$ cat src/rtl/lge_pkg.sv
`timescale 1ns / 1ps
// ----------------------------------------------------------------------------
// lge_pkg
// Shared types and constants for the life generation engine: command and
// result beats, operation codes, register indexes and the neighbor window.
// ----------------------------------------------------------------------------
package lge_pkg;

  // Grid size defaults
  localparam int DEF_MAX_ROWS = 64;
  localparam int DEF_MAX_COLS = 64;

  // Configuration port
  localparam int CFG_DATA_W = 7;
  localparam int CFG_IDX_W  = 1;
  localparam logic [CFG_DATA_W-1:0] SIZE_RESET = 7'd64;

  // Register indexes
  localparam logic [CFG_IDX_W-1:0] REG_ROWS_IN_USE = 1'b0;
  localparam logic [CFG_IDX_W-1:0] REG_COLS_IN_USE = 1'b1;

  // Operation codes
  localparam logic [1:0] FUNC_WRITE   = 2'd0;
  localparam logic [1:0] FUNC_READ    = 2'd1;
  localparam logic [1:0] FUNC_ADVANCE = 2'd2;

  // Rule B3/S23 neighbor counts
  localparam logic [3:0] COUNT_KEEP  = 4'd2;
  localparam logic [3:0] COUNT_BIRTH = 4'd3;

  typedef struct packed {
    logic [1:0] func;
    logic [5:0] row;
    logic [5:0] col;
    logic       cell_value;
  } item_t;

  typedef struct packed {
    logic read_value;
    logic bad_coordinate;
  } result_t;

  // Three-by-three window around one cell: [2] east, [1] center, [0] west
  typedef struct packed {
    logic [2:0] above;
    logic [2:0] here;
    logic [2:0] below;
  } window_t;

endpackage

$ cat src/rtl/lge_cell_rule.sv
`timescale 1ns / 1ps
// ----------------------------------------------------------------------------
// lge_cell_rule
// Shared cell unit: counts the eight neighbors of one cell and applies
// rule B3/S23. Used once per cell during an advance.
// ----------------------------------------------------------------------------
module lge_cell_rule
  import lge_pkg::*;
(
  input  window_t win,
  output logic    alive
);

  logic [3:0] count;

  // Sum the eight neighbors, center excluded
  always_comb begin
    count = 4'(win.above[0]) + 4'(win.above[1]) + 4'(win.above[2])
          + 4'(win.here[0])  + 4'(win.here[2])
          + 4'(win.below[0]) + 4'(win.below[1]) + 4'(win.below[2]);
  end

  // Alive on three, survive on two, die otherwise
  always_comb begin
    if (count == COUNT_BIRTH) begin
      alive = 1'b1;
    end else if (count == COUNT_KEEP) begin
      alive = win.here[1];
    end else begin
      alive = 1'b0;
    end
  end

endmodule

$ cat config.mk
export PLATFORM = sky130hd
export DESIGN_NAME = lge_cell_rule
export DESIGN_NICKNAME = d
export VERILOG_FILES = /design/src/rtl/lge_pkg.sv /design/src/rtl/lge_cell_rule.sv
export SDC_FILE = /design/constraint.sdc
export NUM_CORES = 1
export LEC_CHECK = 0
export ABC_AREA = 1
export ABC_CLOCK_PERIOD_IN_PS = 6000
export BUFFER_PORTS_ARGS = -buffer_cell sky130_fd_sc_hd__buf_2
export CAP_MARGIN = 20
export CORE_AREA = 2 2 39 41
export DETAILED_ROUTE_END_ITERATION = 10
export DIE_AREA = 0 0 41 43
export PLACE_DENSITY = 0.42
export SYNTH_ARGS = -nofsm -noshare
export SYNTH_HDL_FRONTEND = slang
export SYNTH_SLANG_ARGS = --single-unit
export TNS_END_PERCENT = 100
$ cat constraint.sdc
create_clock -name vclk -period 6
set_input_delay 1.5 -clock vclk [all_inputs]
set_output_delay 1.5 -clock vclk [all_outputs]
set_load 0.005 [all_outputs]
==> impl_metrics.yaml, run 1 <==
critical_path:
  crit_type: "in -> out"
  cp_num_buf_inv: 4
  cp.arrival_ps: 4150
  cp-start-kind: "input port"
  critical_path.max_fanout: 2
  crit_family: "adder cells"
  worst_ep_required_time_ps: 4500
  path_common_cell: "fa_1"
  slowest_stage: "fa_1"
  crit_chain: "buf_2, inv_1, fa_1, fa_1, fa_1, inv_1, ha_1, fa_1, nand3_1, a21oi_1, buf_2"
  cpPeakStageDelay_ps: 550
  end_kind: "output port"
placed_design:
  placed_cells: 54
  dp_hpwl_microns: 318
  portBuffers: 10
  place.gp.congestion: 0.618
die:
  dieWidth_microns: 41
  initial_core_util_pct: 14.5
  row_count: 14
  core-area_sq_mm: 0.00138
  dieHeight_microns: 43
  dieArea_sq_mm: 0.00176
  ios: 10
sta:
  setup_viol: 0
  setup_tns_ps: 0
  rsz0062_at_grt: "false"
  final_hold_viol_count: 0
  slew-limit-headroom_pct: 90.8
  fin_crit_ps: 5650
  tightest_slew_ps: 139
  max_freq_ghz: 0.177
  whs_ps: 3390
  final_max_slew_viol_count: 0
  fin_crit_sh_pct: 94.1
yosys:
  yosys.cell_types.count: 6
  netlist_area_sq_um: 200
  yosysTopAreaCell: "fa_1"
  yosysSeqAreaShare_pct: 0
  syn_nets: 44
  synthCells: 28
  syn_area_per_cell_sq_um: 7.15
  ys_top_cells_by_area: "fa_1, inv_1, ha_1, nand2_1, nand3_1"
  yosysWarnings: 0
  synth_top_area_share_pct: 40.0
clocking:
  cts_resized: 0
  post-cts-setup-buffers: 0
  holdBufCountCts: 0
hold_path:
  hold_class: "in -> out"
  hold_start: "win[4]"
  whs_path_depth: 6
  hold_path_end: "alive"
power_and_ir_drop:
  leakage_nw: 0.180
  power_density_mw_per_mm2: 131
  power.total_mw: 0.0353
  ir_drop_uv: 21.1
run_status:
  status: "finished, final reports clean"
global_routing:
  grt_pass1_wl_microns: 503
  grt_start_max_net_pins: 3
  track_usage_pct: 3.92
  overflow: 0
  grt_antenna_before_repair: 0
  grt_pass1_vias: 138
drt:
  wirelength_microns: 313
  drt_iter0_markers: 0
  avgViaCountPerCell: 3.19
  postRouteAntennaNets: 0
  drcViolationCount: 0
  dr_total_vias: 172
  drtPass1Iterations: 1
  wl_per_cell_microns: 5.80
layout:
  fin_cells: 54
  antennaDiodeCount: 0
  drive_gt1_share_pct: 26.3
  synthToLayoutAreaGrowth_pct: 35.0
  seqCellArea_sq_um: 0
  fin_nets: 56
  utilization_pct: 19.5
  nClkBuffers: 0
  layout_commonest_cell: "inv_1"
  final_cell_mix: "inv_1, buf_2, fa_1"
  design.seq.count: 0
run:
  drv_cap: 0
[cells by family after synthesis]
group,count (synthesis),synth area share [%]
compound gates,1,2.50
simple gates,5,10.6
fa+ha+maj,7,58.8
buf+inv,15,28.1
[per-layer routing]
layer,GRT usage [%],part of all wire (%)
met2,6.25,45
met5,0,0
met1,6.11,44
met3,0,9.9
met4,0,0
[cells in the mapped netlist]
master    n
a21oi_1   1
fa_1      4
ha_1      3
inv_1    15
nand2_1   3
nand3_1   2
[tightest hold or removal path, stage by stage]
cell and delay (ps):
buf_2 90, inv_1 40, nand2_1 50, nand3_1 60
a21oi_1 40, buf_2 110
[stage by stage]
stage                     setup slack (ps)  cell area (sq um)
final                                  354                270
after global routing                   229                270
after CTS                              335                270
after detailed placement               334                270
after global placement                 361                270
after floorplan                        589                200
[worst max-delay path by stage]
stage           start     to  slack, ps  cells after the start
2_1_floorplan  win[0]  alive        590                      9
3_3_place_gp   win[0]  alive        360                     11
3_5_place_dp   win[0]  alive        330                     11
4_1_cts        win[0]  alive        330                     11
5_1_grt        win[0]  alive        230                     11
6_report       win[0]  alive        350                     11
[where the power goes]
group	total, mW	internal, mW	switching [mW]
logic	0.0353	0.0171	0.0182
clock network	0	0	0
registers	0	0	0
[layout make-up]
class,count,area (sq um)
Fill cell,175,1110
Tap cell,16,20.0
Multi-Input combinational cell,13,144
Inverter,15,56.3
Timing Repair Buffer,10,50.0
No activity file was read; power rests on OpenSTA's default activity.
==> run 2: changes to the inputs <==
==> constraint.sdc (replaced) <==
create_clock -name vclk -period 6
set_input_delay 0.6 -clock vclk [all_inputs]
set_output_delay 0.6 -clock vclk [all_outputs]
set_load 0.005 [all_outputs]
==> run 2 against run 1 <==
Effect of this change:
- highest routed layer unchanged
- via count up 1.7%
- global-route usage down 0.10 points
- final area unchanged
- sequential share of layout area unchanged
- wire length down 7.0%
- critical path type unchanged
- flip-flop and latch count unchanged
- cell count unchanged
- critical endpoint unchanged
- largest cell class unchanged
==> impl_metrics.yaml, run 2 (synthesized netlist as in run 1, its figures left out) <==
run_status:
  status: "finished, final reports clean"
sta:
  max_freq_ghz: 0.259
  fin_crit_sh_pct: 64.4
  final_hold_viol_count: 0
  tightest_slew_ps: 113
  fin_crit_ps: 3860
  rsz0062_at_grt: "false"
  layout_setup_ws_ps: 2140
  final_max_slew_viol_count: 0
  slew-limit-headroom_pct: 92.5
  setup_tns_ps: 0
  setup_viol: 0
global_routing:
  track_usage_pct: 3.82
  grt_antenna_before_repair: 0
  grt_pass1_vias: 170
  grt_pass1_wl_microns: 524
  grt_start_max_net_pins: 3
  overflow: 0
placed_design:
  dp_hpwl_microns: 298
  portBuffers: 10
  pre_cts_ws_ps: 2110
  place.gp.congestion: 0.607
die:
  dieArea_sq_mm: 0.00176
  dieHeight_microns: 43
  dieWidth_microns: 41
  ios: 10
  core-area_sq_mm: 0.00138
  row_count: 14
  initial_core_util_pct: 14.5
drt:
  avgViaCountPerCell: 3.24
  dr_total_vias: 175
  drtPass1Iterations: 1
  wirelength_microns: 291
  wl_per_cell_microns: 5.39
  postRouteAntennaNets: 0
  drt_iter0_markers: 0
  drcViolationCount: 0
clocking:
  post-cts-setup-buffers: 0
  cts_resized: 0
  holdBufCountCts: 0
layout:
  layout_commonest_cell: "inv_1"
  nClkBuffers: 0
  synthToLayoutAreaGrowth_pct: 35.0
  seqCellArea_sq_um: 0
  antennaDiodeCount: 0
  final_cell_mix: "inv_1, buf_2, fa_1"
  n_fill_cell: 169
  utilization_pct: 19.5
  drive_gt1_share_pct: 26.3
  fin_nets: 56
  design.seq.count: 0
critical_path:
  cp-start-kind: "input port"
  cp-startpoint: "win[0]"
  cp.arrival_ps: 3260
  worst_ep_required_time_ps: 5400
  crit_type: "in -> out"
  end_kind: "output port"
  critical_path.max_fanout: 2
  crit_end: "alive"
run:
  drv_cap: 0
power_and_ir_drop:
  power.total_mw: 0.0356
  ir_drop_uv: 27.0
  leakage_nw: 0.180
  power_density_mw_per_mm2: 132
hold_path:
  hold_class: "in -> out"
==> run 2: critical path, cell delays in order <==
cell and delay [ps]:
buf_2 70, inv_1 40, fa_1 550, fa_1 430, fa_1 500, inv_1 40, ha_1 200, fa_1 510
nand3_1 80, a21oi_1 110, buf_2 120
==> run 2: how the worst min path moves through the flow <==
stage | startpoint | end | slack, ps | cells past startpoint
CTS | win[4] | alive | 1610 | 6
floorplan | win[4] | alive | 1370 | 4
global placement | win[4] | alive | 1610 | 6
global route | win[4] | alive | 1660 | 6
detailed placement | win[4] | alive | 1600 | 6
finish | win[4] | alive | 1590 | 6
==> run 2: cell type report <==
cell class	count	area, sq um	area share (%)
well taps	16	20.0	7.41
multi-input cells	13	144	53.2
inverters	15	56.3	20.8
repair buffers	10	50.0	18.5
==> run 2: metal layers <==
layer	vias to the layer above	routed length [microns]	global-route usage (%)
li1	95	-	-
met1	73	141	5.14
met2	7	127	6.88
met3	0	21	0
met4	0	0	0
met5	-	0	0
==> run 2: report_power, final <==
part	switching (mW)	leakage, nW	internal (mW)
Clock	0	0	0
Sequential	0	0	0
Combinational	0.0181	0.180	0.0175
Total	0.0181	0.180	0.0175
==> run 2: per-stage QoR <==
step                std cells  hold slack [ps]  instance area (sq um)
finish                     54             1590                    270
global route               54             1660                    270
CTS                        54             1610                    270
detailed placement         54             1600                    270
global placement           54             1610                    270
floorplan                  28             1370                    200
